File: src/lesf_pkg.sv
// ----------------------------------------------------------------------------
// lesf_pkg
// shared types and constants of the largest empty square finder
// ----------------------------------------------------------------------------
package lesf_pkg;

   // request beat layout
   localparam int unsigned REQ_DATA_W  = 8;
   localparam int unsigned BLOCKED_BIT = 0;

   // per-cell control travelling from the scan stage to the update stage
   typedef struct packed {
      logic blocked;   // obstacle in this cell
      logic last;      // final cell of the grid
      logic border;    // first row or first column
      logic wrap;      // row ends after this cell
   } lesf_cell_ctl_type;

endpackage

File: src/lesf_scan.sv
// ----------------------------------------------------------------------------
// lesf_scan
// column count register, grid position tracking and the cell stage
// that lines up with the line buffer read
// ----------------------------------------------------------------------------
module lesf_scan #(
   parameter int unsigned MAX_COLUMNS = 1024,
   parameter int unsigned MAX_ROWS    = 4096,
   parameter int unsigned COL_W       = 10,
   parameter int unsigned ROW_W       = 12,
   parameter int unsigned SIZE_W      = 11
) (
   input  logic                       clock,
   input  logic                       reset,
   input  logic                       csr_wr_en,
   input  logic [SIZE_W-1:0]          csr_wr_data,
   input  logic                       accept,
   input  logic                       cell_blocked,
   input  logic                       last_cell,
   input  logic                       cell_go,
   output logic [COL_W-1:0]           rd_col,
   output logic                       cell_valid,
   output lesf_pkg::lesf_cell_ctl_type cell_ctl,
   output logic [ROW_W-1:0]           cell_row,
   output logic [COL_W-1:0]           cell_col
);
   import lesf_pkg::*;

   logic [SIZE_W-1:0]  cols_ff;
   logic [SIZE_W-1:0]  cols_in;
   logic [SIZE_W-1:0]  cols_eff;
   logic [SIZE_W-1:0]  col_next;
   logic [COL_W-1:0]   col_ff;
   logic [COL_W-1:0]   col_in;
   logic [ROW_W-1:0]   row_ff;
   logic [ROW_W-1:0]   row_in;
   logic               wrap;
   logic               valid_ff;
   logic               valid_in;
   lesf_cell_ctl_type  ctl_ff;
   lesf_cell_ctl_type  ctl_in;
   logic [ROW_W-1:0]   crow_ff;
   logic [ROW_W-1:0]   crow_in;
   logic [COL_W-1:0]   ccol_ff;
   logic [COL_W-1:0]   ccol_in;

   assign cols_in = csr_wr_en ? csr_wr_data : cols_ff;

   always_ff @(posedge clock) begin
      if (reset) begin
         cols_ff <= SIZE_W'(1);
      end else begin
         cols_ff <= cols_in;
      end
   end

   // zero counts as one, large counts clamp to the buffer depth
   always_comb begin
      priority if (cols_ff == '0) begin
         cols_eff = SIZE_W'(1);
      end else if (cols_ff > SIZE_W'(MAX_COLUMNS)) begin
         cols_eff = SIZE_W'(MAX_COLUMNS);
      end else begin
         cols_eff = cols_ff;
      end
   end

   assign col_next = SIZE_W'(col_ff) + SIZE_W'(1);
   assign wrap     = (col_next >= cols_eff);

   always_comb begin
      col_in = col_ff;
      row_in = row_ff;
      if (accept) begin
         priority if (last_cell) begin
            col_in = '0;
            row_in = '0;
         end else if (wrap) begin
            col_in = '0;
            if (row_ff < ROW_W'(MAX_ROWS - 1)) begin
               row_in = row_ff + ROW_W'(1);
            end
         end else begin
            col_in = col_next[COL_W-1:0];
         end
      end
   end

   always_comb begin
      valid_in = valid_ff;
      ctl_in   = ctl_ff;
      crow_in  = crow_ff;
      ccol_in  = ccol_ff;
      if (accept) begin
         valid_in       = 1'b1;
         ctl_in.blocked = cell_blocked;
         ctl_in.last    = last_cell;
         ctl_in.border  = (row_ff == '0) || (col_ff == '0);
         ctl_in.wrap    = wrap;
         crow_in        = row_ff;
         ccol_in        = col_ff;
      end else if (cell_go) begin
         valid_in = 1'b0;
      end
   end

   always_ff @(posedge clock) begin
      if (reset) begin
         col_ff   <= '0;
         row_ff   <= '0;
         valid_ff <= 1'b0;
      end else begin
         col_ff   <= col_in;
         row_ff   <= row_in;
         valid_ff <= valid_in;
      end
   end

   always_ff @(posedge clock) begin
      ctl_ff  <= ctl_in;
      crow_ff <= crow_in;
      ccol_ff <= ccol_in;
   end

   assign rd_col     = col_ff;
   assign cell_valid = valid_ff;
   assign cell_ctl   = ctl_ff;
   assign cell_row   = crow_ff;
   assign cell_col   = ccol_ff;

   row_saturates: assert property (@(posedge clock) disable iff (reset)
      row_ff <= ROW_W'(MAX_ROWS - 1))
      else $error("row index passed its limit");

endmodule

File: config.mk
export PLATFORM = sky130hd
export DESIGN_NAME = lesf_scan
export DESIGN_NICKNAME = d
export VERILOG_FILES = /design/src/lesf_pkg.sv /design/src/lesf_scan.sv
export SDC_FILE = /design/constraint.sdc
export NUM_CORES = 1
export LEC_CHECK = 0
export ABC_AREA = 1
export CORE_MARGIN = 3
export CORE_UTILIZATION = 45
export DETAILED_ROUTE_END_ITERATION = 16
export DONT_BUFFER_PORTS = 1
export GPL_TIMING_DRIVEN = 0
export PLACE_DENSITY = 0.67
export SLEW_MARGIN = 20
export SYNTH_ARGS = -nofsm -noshare
export SYNTH_HDL_FRONTEND = slang
export SYNTH_SLANG_ARGS = --single-unit
File: constraint.sdc
create_clock -name clock -period 5.3 [get_ports clock]
set_input_delay 1.06 -clock clock [delete_from_list [all_inputs] [get_ports clock]]
set_output_delay 1.06 -clock clock [all_outputs]
set_load 0.01 [all_outputs]
==> summary.txt <==
Yosys
  – Ys flop type: dfxtp_1
  – Yosys reg bits: 60
  – Synthesized area: 0.003065 mm²
  – Share of the synthesized area in the top cell type: 25.47%
  – Synthesized instance count: 371
  – Register area share after synthesis: 47.67%
  – Syn_nets: 404
  – Distinct cells, synth: 30
  – Async set-reset flop share out of synthesis: 0%
  – Mean Syn Cell Area: 8.263 µm²
  – Ys Warns: 0
  – Number of synthesized flops with an enable pin: 26
  – Post-synth top cells: nand2_1, nor2_1, inv_1
  – Most numerous cell in the Yosys netlist: nand2_1
  – Biggest area consumer among synthesized cells: edfxtp_1
  – Top cells by area, synth: edfxtp_1, dfxtp_1, nand2_1

Timing
  – RSZ-0062 raised after global routing: false
  – Worst-Margin Slew: 0.4869 ns
  – # setup viols final: 0
  – Worst Skew: 0.009266 ns
  – Final period utilization: 52.08%
  – Highest clock rate: 362.3 MHz
  – Final Slew Violations: 0
  – Final Critical Period: 2.760 ns
  – Final TNS setup: 0 ns
  – Worst slew margin: 67.54%
  – Final setup margin: 2.540 ns
  – Final hold violation count: 0

CTS
  – CTS tree: built
  – Clock-pin slew on the worst setup and hold paths: 0.07 ns
  – Clk_lat worst skew: 0.34 ns
  – CTS root buf: clkbuf_8
  – Clk buf depth: 2
  – CTS Sinks: 60
  – Post_cts resized: 0
  – Num CTS Buffers: 9
  – Hold_buf cts: 0
  – Setup Fix Bufs, Post-CTS: 0
  – H-tree levels: 3

Floorplanning
  – Die Ht: 88.54 µm
  – Starting Density: 47.46%
  – # rows: 29
  – Die Width: 88.54 µm
  – Core Region: 0.006459 mm²
  – Ports: 55
  – Die area: 0.007838 mm²

Worst setup path
  – Slowest stage delay, CP: 0.49 ns
  – CP max stage cell: dfxtp_1
  – Crit. End Element: flop
  – Worst path required time: 5.56 ns
  – Critical Path Source Type: flop
  – CP Data Arrival Time: 3.02 ns
  – Crit-path cells: ha_1 > nand3_1 > nor2_1 > nand3_1 > nor3_1 > ha_1 > a21o_1 > nor2_1 > nand2_1 > nor2_1 > buf_2 > nand4_1 > a21oi_1
  – Setup Crit Path Kind: flop to flop
  – Most frequent CP cell: nor2_1
  – Worst-path maximum fanout: 10

Routing
  – Routed vias/inst: 5.263
  – DRT iter0 DRCs: 173
  – DR DRC count: 0
  – Routed length per instance: 13.65 µm
  – Post-Route WL: 6.333 mm
  – Routed vias: 2442
  – DRT Pass-1 Iters: 4
  – Antenna-violating nets left: 0

Worst hold path
  – Worst hold path class: flop to flop

Global route
  – Total GRT Usage: 17.43%
  – GRT overflow: 0
  – Vias in the first global route: 2142
  – First-pass GRT wire length: 10.43 mm
  – Largest net degree at the start of global routing: 29
  – Antenna violations before repair: 0

Cells and area
  – N_diodes: 0
  – Ratio of cells with drive above 1 in the final layout: 9.302%
  – Multi-input gate area: 0.001380 mm²
  – FILL cells: 613
  – Seq. cell area: 0.001461 mm²
  – Syn-to-layout area delta: 9.429%
  – Final non-filler cell total: 464
  – Layout Nets: 415

Pwr
  – Peak VDD IR: 166.7 µV
  – Power per Cell Area: 311.7 mW/mm²
  – Leak: 1.366 nW

Placed design
  – GPL Wtd Cong: 0.8917
  – Cell Count Post-Placement: 448
  – Hpwl dp: 4.569 mm
  – Buffers on Ports: 0
  – Pre-CTS WS: 2.562 ns

Run
  – Max Cap Viol: 0

Status
  – Status: completed
per-stage QoR:
stage	total power, mW	hold WS, ns	instance area (µm²)	util [%]
detailed placement	0.6524	0.4848	3162	48.95
CTS	1.054	0.4971	3354	51.94
finish	1.046	0.4927	3354	51.94
floorplan	0.6251	0.4464	3065	-
global route	1.097	0.5114	3354	51.94
global placement	0.6501	0.4735	3162	48.95
cell usage in the layout, fill, tap and decap left out:
cell	Yosys	final
nand2_1	81	81
nor2_1	49	49
inv_1	35	35
dfxtp_1	34	34
a21oi_1	29	29
edfxtp_1	26	26
nand3_1	22	22
o21ai_0	17	17
ha_1	15	15
nand4_1	12	12
clkbuf_8	0	10
nand3_2	9	9
clkbuf_1	6	7
nor4_1	5	5
xor2_1	5	5
buf_6	4	4
nor3_1	3	3
nand3b_1	3	3
buf_2	2	2
nor2_2	2	2
o21bai_1	2	2
clkinv_2	0	2
a21o_1	1	1
a41o_1	1	1
inv_2	1	1
buf_1	1	1
buf_4	1	1
nand2_2	1	1
nor2_4	1	1
nor3_2	1	1
a31oi_1	1	1
nor3b_1	1	1
clkinvlp_4	0	1
clkinv_1	0	1
bufinv_16	0	1
flip-flops by register name, indices dropped and copies added (netlist names):
| register | count |
|---|---|
| cell_col | 10 |
| cell_row | 12 |
| rd_col | 10 |
| cell_valid | 1 |
| cell_ctl | 4 |
| cols_ff | 11 |
| row_ff | 12 |
final timing paths:
check / from / endpoint / slack, ns / cells after the start
setup / recovery: rd_col[0] / rd_col[5] / 2.54 / 13
hold / removal: cols_ff[0] / cols_ff[0] / 0.49 / 2
setup reg to reg: rd_col[0] / rd_col[5] / 2.54 / 13
hold reg to reg: cols_ff[0] / cols_ff[0] / 0.49 / 2
metal layers:
| metal | track usage (%) | share of wire (%) | vias up | routed length, µm |
|---|---|---|---|---|
| met5 | 0 | 0 | - | 0 |
| met4 | 7.967 | 2.4 | 0 | 155 |
| met3 | 5.493 | 6.8 | 15 | 433 |
| met2 | 22.77 | 39 | 78 | 2487 |
| met1 | 25.86 | 51 | 1080 | 3257 |
| li1 | - | - | 1269 | - |
report_power, final:
group / total, mW / leakage (nW) / internal, mW / switching [mW]
logic: 0.104 / 0.724 / 0.0392 / 0.0653
registers: 0.537 / 0.545 / 0.510 / 0.0275
clock network: 0.404 / 0.0967 / 0.227 / 0.177
total: 1.05 / 1.37 / 0.776 / 0.270
cells by family after synthesis:
kind of cell               after synthesis  share of synthesized area, %
adders and majority gates               15                         6.122
xor gates and xnor gates                 5                         1.429
AOI/OAI and AO/OA                       51                         8.776
DFF                                     60                         47.67
buffers and inverters                   50                         7.306
and+or+nand+nor                        190                         28.69
worst max-delay path: cells and delay by family (launching register included):
family          cells  cell delay [ns]
simple gates        8             1.12
fa+ha+maj           2             0.52
compound gates      2             0.33
buf+inv             1             0.24
flops               1             0.49
layout make-up:
cell class | count | area share [%]
clock inverters | 5 | 1.529
flip-flops and latches | 60 | 43.57
well taps | 77 | 2.872
multi-input cells | 261 | 41.14
clock buffers | 11 | 4.215
inverters | 36 | 4.028
plain buffers | 14 | 2.648
Power figures use the tool's default switching activity.
