### config.mk
export PLATFORM = sky130hd
export DESIGN_NAME = lesf_update
export DESIGN_NICKNAME = d
export VERILOG_FILES = /design/src/lesf_pkg.sv /design/src/lesf_update.sv
export SDC_FILE = /design/constraint.sdc
export NUM_CORES = 1
export LEC_CHECK = 0
export ABC_AREA = 0
export BUFFER_PORTS_ARGS = -buffer_cell sky130_fd_sc_hd__buf_4
export CELL_PAD_IN_SITES_DETAIL_PLACEMENT = 1
export CELL_PAD_IN_SITES_GLOBAL_PLACEMENT = 1
export CORE_MARGIN = 2
export CORE_UTILIZATION = 42
export CTS_CLUSTER_SIZE = 12
export DETAILED_ROUTE_END_ITERATION = 6
export GPL_TIMING_DRIVEN = 0
export MAX_ROUTING_LAYER = met4
export PLACE_DENSITY = 0.9
export SLEW_MARGIN = 20
export SYNTH_ARGS = -nofsm -noshare
export SYNTH_HDL_FRONTEND = slang
export SYNTH_SLANG_ARGS = --single-unit
export TNS_END_PERCENT = 1
### constraint.sdc
create_clock -name clock -period 9.2 [get_ports clock]
set_input_delay 1.84 -clock clock [delete_from_list [all_inputs] [get_ports clock]]
set_output_delay 1.84 -clock clock [all_outputs]
set_load 0.01 [all_outputs]
### src/lesf_pkg.sv
// ----------------------------------------------------------------------------
// lesf_pkg
// shared types and constants of the largest empty square finder
// ----------------------------------------------------------------------------
package lesf_pkg;

   // request beat layout
   localparam int unsigned REQ_DATA_W  = 8;
   localparam int unsigned BLOCKED_BIT = 0;

   // per-cell control travelling from the scan stage to the update stage
   typedef struct packed {
      logic blocked;   // obstacle in this cell
      logic last;      // final cell of the grid
      logic border;    // first row or first column
      logic wrap;      // row ends after this cell
   } lesf_cell_ctl_type;

endpackage

### src/lesf_update.sv
// ----------------------------------------------------------------------------
// lesf_update
// size update of one cell, left and diagonal registers, best square
// tracking and the result register
// ----------------------------------------------------------------------------
module lesf_update #(
   parameter int unsigned COL_W  = 10,
   parameter int unsigned ROW_W  = 12,
   parameter int unsigned SIZE_W = 11
) (
   input  logic                       clock,
   input  logic                       reset,
   input  logic                       cell_valid,
   input  lesf_pkg::lesf_cell_ctl_type cell_ctl,
   input  logic [ROW_W-1:0]           cell_row,
   input  logic [COL_W-1:0]           cell_col,
   input  logic [SIZE_W-1:0]          up_size,
   output logic                       cell_go,
   output logic                       in_ready,
   output logic                       wr_en,
   output logic [COL_W-1:0]           wr_addr,
   output logic [SIZE_W-1:0]          wr_data,
   output logic                       rsp_valid,
   input  logic                       rsp_ready,
   output logic [SIZE_W-1:0]          square_size,
   output logic [ROW_W-1:0]           bottom_row,
   output logic [COL_W-1:0]           right_column
);
   import lesf_pkg::*;

   logic [SIZE_W-1:0] left_ff;
   logic [SIZE_W-1:0] left_in;
   logic [SIZE_W-1:0] diag_ff;
   logic [SIZE_W-1:0] diag_in;
   logic [SIZE_W-1:0] best_size_ff;
   logic [SIZE_W-1:0] best_size_in;
   logic [ROW_W-1:0]  best_row_ff;
   logic [ROW_W-1:0]  best_row_in;
   logic [COL_W-1:0]  best_col_ff;
   logic [COL_W-1:0]  best_col_in;
   logic              out_valid_ff;
   logic              out_valid_in;
   logic [SIZE_W-1:0] out_size_ff;
   logic [SIZE_W-1:0] out_size_in;
   logic [ROW_W-1:0]  out_row_ff;
   logic [ROW_W-1:0]  out_row_in;
   logic [COL_W-1:0]  out_col_ff;
   logic [COL_W-1:0]  out_col_in;
   logic [SIZE_W-1:0] min_ul;
   logic [SIZE_W-1:0] min_all;
   logic [SIZE_W-1:0] size;
   logic              better;
   logic              out_full;

   assign min_ul  = (left_ff < up_size) ? left_ff : up_size;
   assign min_all = (diag_ff < min_ul) ? diag_ff : min_ul;

   always_comb begin
      priority if (cell_ctl.blocked) begin
         size = '0;
      end else if (cell_ctl.border) begin
         size = SIZE_W'(1);
      end else begin
         size = min_all + SIZE_W'(1);
      end
   end

   assign better   = (size > best_size_ff);
   assign out_full = out_valid_ff && !rsp_ready;
   // only a last cell waits for room in the result register
   assign cell_go  = cell_valid && !(cell_ctl.last && out_full);
   assign in_ready = !cell_valid || cell_go;

   assign wr_en   = cell_go;
   assign wr_addr = cell_col;
   assign wr_data = size;

   always_comb begin
      left_in      = left_ff;
      diag_in      = diag_ff;
      best_size_in = best_size_ff;
      best_row_in  = best_row_ff;
      best_col_in  = best_col_ff;
      if (cell_go) begin
         if (cell_ctl.wrap || cell_ctl.last) begin
            left_in = '0;
            diag_in = '0;
         end else begin
            left_in = size;
            diag_in = up_size;
         end
         priority if (cell_ctl.last) begin
            best_size_in = '0;
            best_row_in  = '0;
            best_col_in  = '0;
         end else if (better) begin
            best_size_in = size;
            best_row_in  = cell_row;
            best_col_in  = cell_col;
         end
      end
   end

   always_comb begin
      out_valid_in = out_valid_ff;
      out_size_in  = out_size_ff;
      out_row_in   = out_row_ff;
      out_col_in   = out_col_ff;
      if (cell_go && cell_ctl.last) begin
         out_valid_in = 1'b1;
         out_size_in  = better ? size     : best_size_ff;
         out_row_in   = better ? cell_row : best_row_ff;
         out_col_in   = better ? cell_col : best_col_ff;
      end else if (rsp_ready) begin
         out_valid_in = 1'b0;
      end
   end

   always_ff @(posedge clock) begin
      if (reset) begin
         left_ff      <= '0;
         diag_ff      <= '0;
         best_size_ff <= '0;
         best_row_ff  <= '0;
         best_col_ff  <= '0;
         out_valid_ff <= 1'b0;
      end else begin
         left_ff      <= left_in;
         diag_ff      <= diag_in;
         best_size_ff <= best_size_in;
         best_row_ff  <= best_row_in;
         best_col_ff  <= best_col_in;
         out_valid_ff <= out_valid_in;
      end
   end

   always_ff @(posedge clock) begin
      out_size_ff <= out_size_in;
      out_row_ff  <= out_row_in;
      out_col_ff  <= out_col_in;
   end

   assign rsp_valid    = out_valid_ff;
   assign square_size  = out_size_ff;
   assign bottom_row   = out_row_ff;
   assign right_column = out_col_ff;

   best_cleared_after_last: assert property (@(posedge clock) disable iff (reset)
      cell_go && cell_ctl.last |=> best_size_ff == '0 && left_ff == '0 && diag_ff == '0)
      else $error("grid state not cleared after last cell");

   result_from_last: assert property (@(posedge clock) disable iff (reset)
      $rose(out_valid_ff) |-> $past(cell_go && cell_ctl.last))
      else $error("result raised without a last cell");

   stalled_cell_held: assert property (@(posedge clock) disable iff (reset)
      cell_valid && !cell_go |=> cell_valid && $stable(cell_col) && $stable(cell_row))
      else $error("stalled cell lost");

endmodule

==> reports/results.md, run 1 <==
- **Switching Fraction** 29.7%
- **worst stage delay on the critical path** 340 ps
- **total global routing track utilization** 28.1%
- **cell area after placement** 6020 um^2
- **DR vias/cell** 5.96
- **vias in the first global route** 4990
- **max-capacitance violation count** 0
- **final hold vios** 0
- **via count** 4776
- **number of endpoints failing setup at the final stage** 0
- **Tcrit/Tclk final** 95.9%
- **Buffers on Ports** 98
- **die extent in x** 114 um
- **power per cell area** 164 nW/um^2
- **residual DRC count** 0
- **net total in the final layout** 723
- **buffers and inverters on the worst path** 7
- **number of detailed-routing iterations run before antenna repair** 5
- **global-route wire length before repair** 27300 um
- **maximum operating frequency** 113 MHz
- **synthesized netlist net count** 612
- **P&R area growth vs syn** 26.4%
- **CTS tree** built
- **floorplan row count** 40
- **area of all placed cells without fillers** 6400 um^2
- **wire length after detailed routing** 17400 um
- **Internal** 0.740 mW
- **combinational group share of total power** 21.4%
- **kind of critical path** input pin to primary output
- **number of antenna violations at the first check in global routing** 0
- **Root Driver** sky130_fd_sc_hd__clkbuf_16
- **drt wl/cell** 21.7 um
- **async set or reset register ratio after synthesis** 0%
- **later-pin clock latency in the skew report** 350 ps
- **sequential share of power** 41.9%
- **Synth warnings** 0
- **detailed-placement wirelength estimate** 12600 um
- **sequential-to-total area share from yosys stat** 41.7%
- **switching pwr** 0.312 mW
- **FILL cells** 1335
- **outcome** completed
- **largest fanout on the critical path** 10
- **count of cell types in the netlist** 66
- **required time at the worst-slack endpoint** 7360 ps
- **WP data arrival** 6980 ps
- **routability cong.** 0.961
- **worst IR drop on VDD** 0.0000898 V
- **Clock Skew** 9.39 ps
- **shortest period the worst path allows** 8820 ps
- **maximum number of buffers from clock root to sink** 2
- **final-report max-slew violation count** 0
- **final core occ** 53.9%
- **iteration-0 DRC count of the detailed router** 419
- **Post-synth EDFFs** 33
- **clock share of power** 36.7%
- **dominant cell type by count on the critical path** sky130_fd_sc_hd__ha_1
- **Synth Instances** 539
- **cell with the largest stage delay on the worst path** sky130_fd_sc_hd__o31ai_2
- **die footprint** 12900 um^2
- **worst hold path type** register to register
- **leading register cell type out of synthesis** sky130_fd_sc_hd__dfxtp_1
- **overflow left after global routing** 0
- **Top Family by Delay on Critical Path** simple AND/OR/NAND/NOR gates
- **die span in y** 114 um
- **element type at the critical path end** primary output
- **Slew headroom** 50.7%
- **Post-Syn Area** 5060 um^2
- **Avg Inst Size Synth** 9.39 um^2
- **post-route antenna net violation count** 0
- **proportion of layout cells with a drive suffix above 1** 27.6%
- **transition time of the tightest slew-check pin** 735 ps
- **starting density of the core** 42.7%
- **maximum number of pins on one net before global-route repair** 22
- **clock net sink count** 89
- **kind of start point of the critical path** input pin
- **commonest cells after routing, fill and taps aside** sky130_fd_sc_hd__buf_4, sky130_fd_sc_hd__nor2_1, sky130_fd_sc_hd__dfxtp_1
- **count of pins on the block boundary** 99
- **number of antenna cells inserted** 0
- **Min Hold Slack** 491 ps
- **core region area** 11900 um^2
- **Max H-tree Level** 3
- **post-synthesis sequential element count** 89
- **Pleak** 2.60 nW
- **total CTS buffers** 9
- **register clock-pin slew on the reported worst setup and hold paths** 60 ps
- **most common cell after layout, fill and taps aside** sky130_fd_sc_hd__buf_4
## tightest hold or removal path: stages (launching register included)
cell and delay, ps:
sky130_fd_sc_hd__dfxtp_1 320, sky130_fd_sc_hd__nand2_1 60, sky130_fd_sc_hd__nand3_1 60
## power groups by stage
stage	logic [mW]	registers, mW	clock network, mW
6_report	0.225	0.441	0.386
5_1_grt	0.241	0.443	0.403
3_5_place_dp	0.209	0.449	0
2_1_floorplan	0.121	0.453	0
3_3_place_gp	0.197	0.449	0
4_1_cts	0.219	0.441	0.386
## path summary, 6_finish.rpt
path | cells past startpoint | start | slack, ps | to
hold / removal | 2 | best_size_ff[8]$_SDFFE_PP0P_ | 490 | best_size_ff[8]$_SDFFE_PP0P_
setup reg to reg | 31 | left_ff[2]$_SDFFE_PP0P_ | 1640 | best_size_ff[3]$_SDFFE_PP0P_
hold reg to reg | 2 | best_size_ff[8]$_SDFFE_PP0P_ | 490 | best_size_ff[8]$_SDFFE_PP0P_
setup / recovery | 26 | up_size[10] | 380 | wr_data[6]
## layout make-up
| type | instances | area [um^2] | share of cell area, % |
|---|---|---|---|
| flip-flops and latches | 89 | 2110 | 33.0 |
| inverters | 32 | 120 | 1.88 |
| clock buffers | 9 | 225 | 3.52 |
| clock inverters | 7 | 76.3 | 1.19 |
| multi-input cells | 384 | 2720 | 42.5 |
| well taps | 147 | 184 | 2.88 |
| plain buffers | 34 | 179 | 2.80 |
| repair buffers | 100 | 783 | 12.2 |
## cells by family after synthesis
group                    Yosys count  synth area share (%)
AND/OR/NAND/NOR                  173                  16.1
AO/OA/AOI/OAI                    132                  19.0
flip-flops                        89                  41.7
buffers and inverters             66                  5.74
multiplexers                      33                  7.10
adder cells (fa/ha/maj)           32                  7.91
XOR/XNOR                          14                  2.42
## synth_stat cells, types with 2 or more instances
master	n	share of area, %
sky130_fd_sc_hd__nor2_1	69	5.1
sky130_fd_sc_hd__dfxtp_1	56	22
sky130_fd_sc_hd__nand2_1	42	3.1
sky130_fd_sc_hd__a22oi_1	37	5.5
sky130_fd_sc_hd__edfxtp_1	33	20
sky130_fd_sc_hd__ha_1	32	7.9
sky130_fd_sc_hd__inv_1	32	2.4
sky130_fd_sc_hd__mux2_2	23	5.1
sky130_fd_sc_hd__clkbuf_1	21	1.6
sky130_fd_sc_hd__o21ai_0	20	2.0
sky130_fd_sc_hd__a21oi_1	17	1.7
sky130_fd_sc_hd__nand3_1	14	1.4
sky130_fd_sc_hd__buf_4	11	1.6
sky130_fd_sc_hd__nand4_1	11	1.4
sky130_fd_sc_hd__mux2i_1	10	2.0
sky130_fd_sc_hd__o31ai_1	8	1.2
sky130_fd_sc_hd__xnor2_1	7	1.2
sky130_fd_sc_hd__xor2_1	7	1.2
sky130_fd_sc_hd__a22o_1	6	1.0
sky130_fd_sc_hd__nor2b_1	5	0.62
sky130_fd_sc_hd__a21o_1	4	0.59
sky130_fd_sc_hd__a32oi_1	4	0.69
sky130_fd_sc_hd__and2_1	4	0.49
sky130_fd_sc_hd__nor3_1	4	0.40
sky130_fd_sc_hd__or3_1	4	0.49
sky130_fd_sc_hd__a211oi_1	3	0.44
sky130_fd_sc_hd__a31oi_1	3	0.37
sky130_fd_sc_hd__and3_1	3	0.37
sky130_fd_sc_hd__nand2b_1	3	0.37
sky130_fd_sc_hd__o32ai_1	3	0.52
sky130_fd_sc_hd__a21oi_2	2	0.35
sky130_fd_sc_hd__and4_1	2	0.35
sky130_fd_sc_hd__and4_4	2	0.44
sky130_fd_sc_hd__o21ai_2	2	0.35
sky130_fd_sc_hd__o21bai_1	2	0.30
sky130_fd_sc_hd__o22ai_1	2	0.25
sky130_fd_sc_hd__or2_2	2	0.25
## registers in the layout, summed over array words and instances (netlist names)
| register | flops |
|---|---|
| best_row_ff | 12 |
| right_column | 10 |
| best_size_ff | 11 |
| square_size | 11 |
| diag_ff | 11 |
| rsp_valid | 1 |
| best_col_ff | 10 |
| bottom_row | 12 |
| left_ff | 11 |
## routing by layer
metal  track usage [%]  up-vias  routed length (um)
li1                  -     2189                   -
met1              32.8     2356                7040
met2              49.1      188                8900
met3              4.04       43                 940
met4              10.7        0                 512
met5                 -        -                   0
## through the flow
stage | setup WS (ps) | power [mW] | instances | TNS, ps
floorplan | 1380 | 0.574 | 539 | 0
global route | -29.0 | 1.09 | 802 | -53.3
CTS | 179 | 1.05 | 801 | 0
detailed placement | -482 | 0.659 | 785 | -19960
finish | 377 | 1.05 | 802 | 0
global placement | -358 | 0.645 | 784 | -11490
## repair_timing
action / 4_1_cts / 5_1_grt
hold buffers: 0 / 0
pin swaps: 0 / 1
resized for setup: 6 / 13
buffers inserted: 0 / 1
endpoints found under the setup margin: 53 / 61
Power figures use the tool's default switching activity.
==> inputs of run 2 (changes only) <==
--- a/config.mk
+++ b/config.mk
@@ -16,6 +16,7 @@
 export GPL_TIMING_DRIVEN = 0
 export MAX_ROUTING_LAYER = met4
 export PLACE_DENSITY = 0.9
+export RECOVER_POWER = 50
 export SLEW_MARGIN = 20
 export SYNTH_ARGS = -nofsm -noshare
 export SYNTH_HDL_FRONTEND = slang
==> run 2 against run 1 <==
Compared with the run above:
- first-iteration DRC count rose by 8.4%
- combinational power fell by 5%
- global-route usage is the same
- sequential power is essentially flat
- maximum frequency fell by 0.20%
- clock power barely moved
- final area is 3.1% lower
- clock skew barely moved
- clock-buffer cell count unchanged
- register-to-register slack worse by 50 ps
- largest cell class unchanged
==> reports/results.md, run 2 (synthesis results as in run 1) <==
- **outcome** completed
- **kind of start point of the critical path** input pin
- **R2R Path End** best_size_ff[3]$_SDFFE_PP0P_
- **die extent in x** 114 um
- **DR vias/cell** 5.91
- **register clock-pin slew on the reported worst setup and hold paths** 60 ps
- **post-route antenna net violation count** 0
- **net total in the final layout** 723
- **core region area** 11900 um^2
- **number of detailed-routing iterations run before antenna repair** 5
- **worst hold path type** register to register
- **dominant cell type by count on the critical path** sky130_fd_sc_hd__ha_1
- **maximum number of pins on one net before global-route repair** 22
- **start point of the worst hold path** best_size_ff[8]$_SDFFE_PP0P_
- **routability cong.** 0.961
- **Clock Skew** 9.13 ps
- **overflow left after global routing** 0
- **via count** 4737
- **die footprint** 12900 um^2
- **floorplan row count** 40
- **WHS Endpoint** best_size_ff[8]$_SDFFE_PP0P_
- **residual DRC count** 0
- **required time at the worst-slack endpoint** 9460 ps
- **Switching Fraction** 30.0%
- **total global routing track utilization** 28.1%
- **most common cell after layout, fill and taps aside** sky130_fd_sc_hd__nor2_1
- **switching pwr** 0.312 mW
- **Buffers on Ports** 98
- **worst setup timing slack at the placement stage** -482 ps
- **iteration-0 DRC count of the detailed router** 454
- **die span in y** 114 um
- **drt wl/cell** 21.7 um
- **wire length after detailed routing** 17400 um
- **proportion of layout cells with a drive suffix above 1** 20.6%
- **worst stage delay on the critical path** 470 ps
- **Root Driver** sky130_fd_sc_hd__clkbuf_16
- **commonest cells after routing, fill and taps aside** sky130_fd_sc_hd__nor2_1, sky130_fd_sc_hd__buf_4, sky130_fd_sc_hd__clkbuf_1
- **Max H-tree Level** 3
- **final hold vios** 0
- **number of hold buffers added after cts** 0
- **combinational group share of total power** 20.5%
- **transition time of the tightest slew-check pin** 1300 ps
- **Slew headroom** 13.3%
- **worst reg-to-reg setup slack** 1590 ps
- **number of antenna violations at the first check in global routing** 0
- **global-route wire length before repair** 27300 um
- **kind of critical path** input pin to register
- **Pleak** 2.42 nW
- **Worst Setup Slack, final** 359 ps
- **starting density of the core** 42.7%
- **Internal** 0.729 mW
- **max-capacitance violation count** 0
- **final-report max-slew violation count** 0
- **final core occ** 52.3%
- **count of pins on the block boundary** 99
- **clock share of power** 37.2%
- **total CTS buffers** 9
- **CTS tree** built
- **element type at the critical path end** register
- **largest fanout on the critical path** 10
- **power per cell area** 168 nW/um^2
- **R2R depth** 31
- **worst IR drop on VDD** 0.0000909 V
- **startpoint of the worst register-to-register path** left_ff[2]$_SDFFE_PP0P_
- **number of endpoints failing setup at the final stage** 0
- **vias in the first global route** 4990
- **maximum number of buffers from clock root to sink** 2
- **WP data arrival** 9100 ps
- **sequential share of power** 42.4%
- **startpoint of the worst setup timing path** up_size[10]
- **instance count along the most critical hold path** 2
- **detailed-placement wirelength estimate** 12600 um
- **clock net sink count** 89
- **maximum operating frequency** 113 MHz
- **shortest period the worst path allows** 8840 ps
- **P&R area growth vs syn** 22.5%
- **Tcrit/Tclk final** 96.1%
- **cell with the largest stage delay on the worst path** sky130_fd_sc_hd__or3_1
- **number of antenna cells inserted** 0
- **later-pin clock latency in the skew report** 350 ps
[run 2: cell count changes in the layout (fill, tap and decap cells not counted), sizes merged]
cell / previous run / this run
buf: 114 / 67
clkbuf: 29 / 76
[run 2: worst max path at each step]
stage | to
floorplan | best_col_ff[0]$_SDFFE_PP0P_
global placement | square_size[5]$_DFFE_PP_
finish | best_size_ff[3]$_SDFFE_PP0P_
global route | best_size_ff[3]$_SDFFE_PP0P_
CTS | square_size[5]$_DFFE_PP_
detailed placement | square_size[8]$_DFFE_PP_
[run 2: cell type report]
class / count / area (um^2)
fill: 1383 / 5660
multi-input combinational: 384 / 2710
sequential: 89 / 2110
timing repair buffer: 100 / 594
clock buffer: 9 / 225
tap: 147 / 184
buffer: 34 / 179
inverter: 32 / 120
clock inverter: 7 / 76.3
[run 2: layer usage]
metal / track usage (%) / vias up / routed length [um]
met5: - / - / 0
met2: 49.1 / 198 / 8980
met4: 10.7 / 0 / 434
met3: 4.04 / 33 / 1070
li1: - / 2184 / -
met1: 32.8 / 2322 / 6930
[run 2: repair_timing]
item                                   CTS  global route
pin swaps                                0             1
resized for setup                        6            13
endpoints found under the hold margin    0             0
setup endpoints to repair               53            61
setup buffers                            0             1
[run 2: worst max-delay path: cells and delay by family]
family,cells,cell delay [ps]
and+or+nand+nor,11,2420
AOI/OAI and AO/OA,10,1950
adders and majority gates,4,1140
buffers and inverters,6,830
muxes,2,710
xor gates and xnor gates,1,160
[run 2: through the flow]
stage | area [um^2] | hold slack, ps | total power, mW | setup TNS (ps) | std cells
after floorplan | 5060 | 447 | 0.574 | 0 | 539
after global placement | 5980 | 468 | 0.645 | -11490 | 784
after global routing | 6200 | 549 | 1.07 | -52.9 | 802
after CTS | 6330 | 492 | 1.05 | 0 | 801
final | 6200 | 491 | 1.04 | 0 | 802
after detailed placement | 6020 | 482 | 0.659 | -19960 | 785
[run 2: power groups by stage]
stage	Sequential, mW	Combinational [mW]	Clock, mW
6_report	0.441	0.213	0.387
5_1_grt	0.443	0.229	0.403
4_1_cts	0.441	0.219	0.386
3_5_place_dp	0.449	0.209	0
3_3_place_gp	0.449	0.197	0
2_1_floorplan	0.453	0.121	0
==> inputs of run 3 (changes only) <==
--- a/config.mk
+++ b/config.mk
@@ -9,7 +9,8 @@
 export BUFFER_PORTS_ARGS = -buffer_cell sky130_fd_sc_hd__buf_4
 export CELL_PAD_IN_SITES_DETAIL_PLACEMENT = 1
 export CELL_PAD_IN_SITES_GLOBAL_PLACEMENT = 1
-export CORE_MARGIN = 2
+export CORE_ASPECT_RATIO = 0.6
+export CORE_MARGIN = 4
 export CORE_UTILIZATION = 42
 export CTS_CLUSTER_SIZE = 12
 export DETAILED_ROUTE_END_ITERATION = 6
==> run 3 against run 2 <==
Compared with the run above:
- the run now ends with max-capacitance violations, max-slew violations left
- clock-buffer cell count up 1
- utilization is 1.4 points higher
- wire length rose by 1.7%
- critical path depth down 11
- critical endpoint is now wr_data[6]
- largest cell class unchanged
==> reports/results.md, run 3 (synthesis results as in run 1) <==
- **outcome** finished, violations left
- **failing checks** max-capacitance violations, max-slew violations
- **global-route wire length before repair** 27000 um
- **number of detailed-routing iterations run before antenna repair** 5
- **number of antenna violations at the first check in global routing** 0
- **worst hold path type** register to register
- **drt wl/cell** 21.7 um
- **starting density of the core** 43.9%
- **Buffers on Ports** 98
- **worst IR drop on VDD** 0.000107 V
- **total CTS buffers** 9
- **shortest period the worst path allows** 8880 ps
- **max-capacitance violation count** 1
- **setup total negative slack** 0 ps
- **post-route antenna net violation count** 0
- **kind of critical path** input pin to primary output
- **Pleak** 2.41 nW
- **Tcrit/Tclk final** 96.6%
- **kind of start point of the critical path** input pin
- **number of antenna cells inserted** 0
- **DR vias/cell** 5.89
- **commonest cells after routing, fill and taps aside** sky130_fd_sc_hd__nor2_1, sky130_fd_sc_hd__buf_4, sky130_fd_sc_hd__clkbuf_1
- **final-report max-slew violation count** 18
- **P&R area growth vs syn** 22.3%
- **die extent in x** 150 um
- **transition time of the tightest slew-check pin** 1590 ps
- **die footprint** 13900 um^2
- **Min Hold Slack** 516 ps
- **CTS tree** built
- **number of hold buffers added after cts** 0
- **worst setup timing slack at the placement stage** -793 ps
- **via count** 4808
- **GR met2 Demand/Resource** 39.1%
- **GR met3 Demand/Resource** 5.57%
- **number of endpoints failing setup at the final stage** 0
- **Clock Skew** 6.94 ps
- **maximum number of buffers from clock root to sink** 2
- **global routing met1 resource utilization** 35.1%
- **most common cell after layout, fill and taps aside** sky130_fd_sc_hd__nor2_1
- **power per cell area** 164 nW/um^2
- **vias in the first global route** 4913
- **Max H-tree Level** 3
- **Root Driver** sky130_fd_sc_hd__clkbuf_16
- **maximum number of pins on one net before global-route repair** 19
- **total global routing track utilization** 25.9%
- **register clock-pin slew on the reported worst setup and hold paths** 60 ps
- **detailed-placement wirelength estimate** 13600 um
- **required time at the worst-slack endpoint** 7360 ps
- **routability cong.** 0.925
- **proportion of layout cells with a drive suffix above 1** 21.0%
- **most utilized layer in the global route result** met2
- **count of pins on the block boundary** 99
- **Worst Setup Slack, final** 316 ps
- **wire length after detailed routing** 17700 um
- **total power consumption of the routed design** 1.01 mW
- **overflow left after global routing** 0
- **final hold vios** 0
- **clock net sink count** 89
- **iteration-0 DRC count of the detailed router** 394
- **Slew headroom** -6.56%
- **element type at the critical path end** primary output
- **floorplan row count** 30
- **core region area** 11500 um^2
- **largest fanout on the critical path** 10
- **die span in y** 93.0 um
- **WP data arrival** 7040 ps
- **residual DRC count** 0
- **later-pin clock latency in the skew report** 350 ps
- **maximum operating frequency** 113 MHz
- **net total in the final layout** 724
[run 3: cell count changes in the layout (fill, tap and decap cells not counted), sizes merged]
cell / previous run / this run
bufinv: 1 / 0
clkbuf: 76 / 78
clkinv: 2 / 1
clkinvlp: 1 / 3
inv: 35 / 34
[run 3: metal layers]
| metal | up-vias | wire (um) |
|---|---|---|
| li1 | 2195 | - |
| met2 | 216 | 8150 |
| met4 | 0 | 325 |
| met5 | - | 0 |
| met3 | 26 | 1450 |
| met1 | 2371 | 7780 |
[run 3: metrics by stage]
step	utilization (%)	area (um^2)	cells
3_3_place_gp	52.0	6000	797
6_report	53.7	6190	816
2_1_floorplan	-	5060	539
5_1_grt	53.7	6190	816
4_1_cts	54.9	6330	814
3_5_place_dp	52.3	6030	798
[run 3: worst max-delay path: stages]
cell and delay (ps):
sky130_fd_sc_hd__buf_4 90, sky130_fd_sc_hd__inv_1 60, sky130_fd_sc_hd__ha_1 330, sky130_fd_sc_hd__and4_4 260, sky130_fd_sc_hd__nand3_1 200, sky130_fd_sc_hd__o21ai_4 410, sky130_fd_sc_hd__buf_4 210, sky130_fd_sc_hd__mux2i_1 370
sky130_fd_sc_hd__ha_1 310, sky130_fd_sc_hd__nand4_1 150, sky130_fd_sc_hd__o21bai_1 140, sky130_fd_sc_hd__a211oi_2 580, sky130_fd_sc_hd__and2_1 210, sky130_fd_sc_hd__clkbuf_1 490, sky130_fd_sc_hd__o31ai_2 120, sky130_fd_sc_hd__inv_1 100
sky130_fd_sc_hd__ha_1 210, sky130_fd_sc_hd__inv_1 60, sky130_fd_sc_hd__nor2_1 130, sky130_fd_sc_hd__xor2_1 240, sky130_fd_sc_hd__mux2i_1 160, sky130_fd_sc_hd__nor2_2 210, sky130_fd_sc_hd__buf_4 160
[run 3: cell type report]
| class | count | area (um^2) |
|---|---|---|
| buffer | 34 | 186 |
| clock buffer | 10 | 239 |
| clock inverter | 6 | 48.8 |
| fill | 1372 | 5330 |
| inverter | 32 | 120 |
| multi-input combinational | 384 | 2690 |
| sequential | 89 | 2110 |
| tap | 160 | 200 |
| timing repair buffer | 101 | 589 |
[run 3: power by group]
group / switching [mW] / internal (mW)
Clock: 0.165 / 0.193
Sequential: 0.00881 / 0.432
Combinational: 0.130 / 0.0845
Total: 0.304 / 0.710
[run 3: worst paths after layout]
check / end / cells past startpoint / slack, ps / from
hold reg to reg: best_size_ff[2]$_SDFFE_PP0P_ / 2 / 520 / best_size_ff[2]$_SDFFE_PP0P_
hold / removal: best_size_ff[2]$_SDFFE_PP0P_ / 2 / 520 / best_size_ff[2]$_SDFFE_PP0P_
setup reg to reg: square_size[5]$_DFFE_PP_ / 29 / 1670 / left_ff[9]$_SDFFE_PP0P_
setup / recovery: wr_data[6] / 23 / 320 / up_size[9]
[run 3: timing repair]
| item | CTS | global route |
|---|---|---|
| pin swaps | 0 | 1 |
| buffers inserted | 0 | 2 |
| resized for setup | 6 | 16 |
| endpoints found under the setup margin | 59 | 65 |
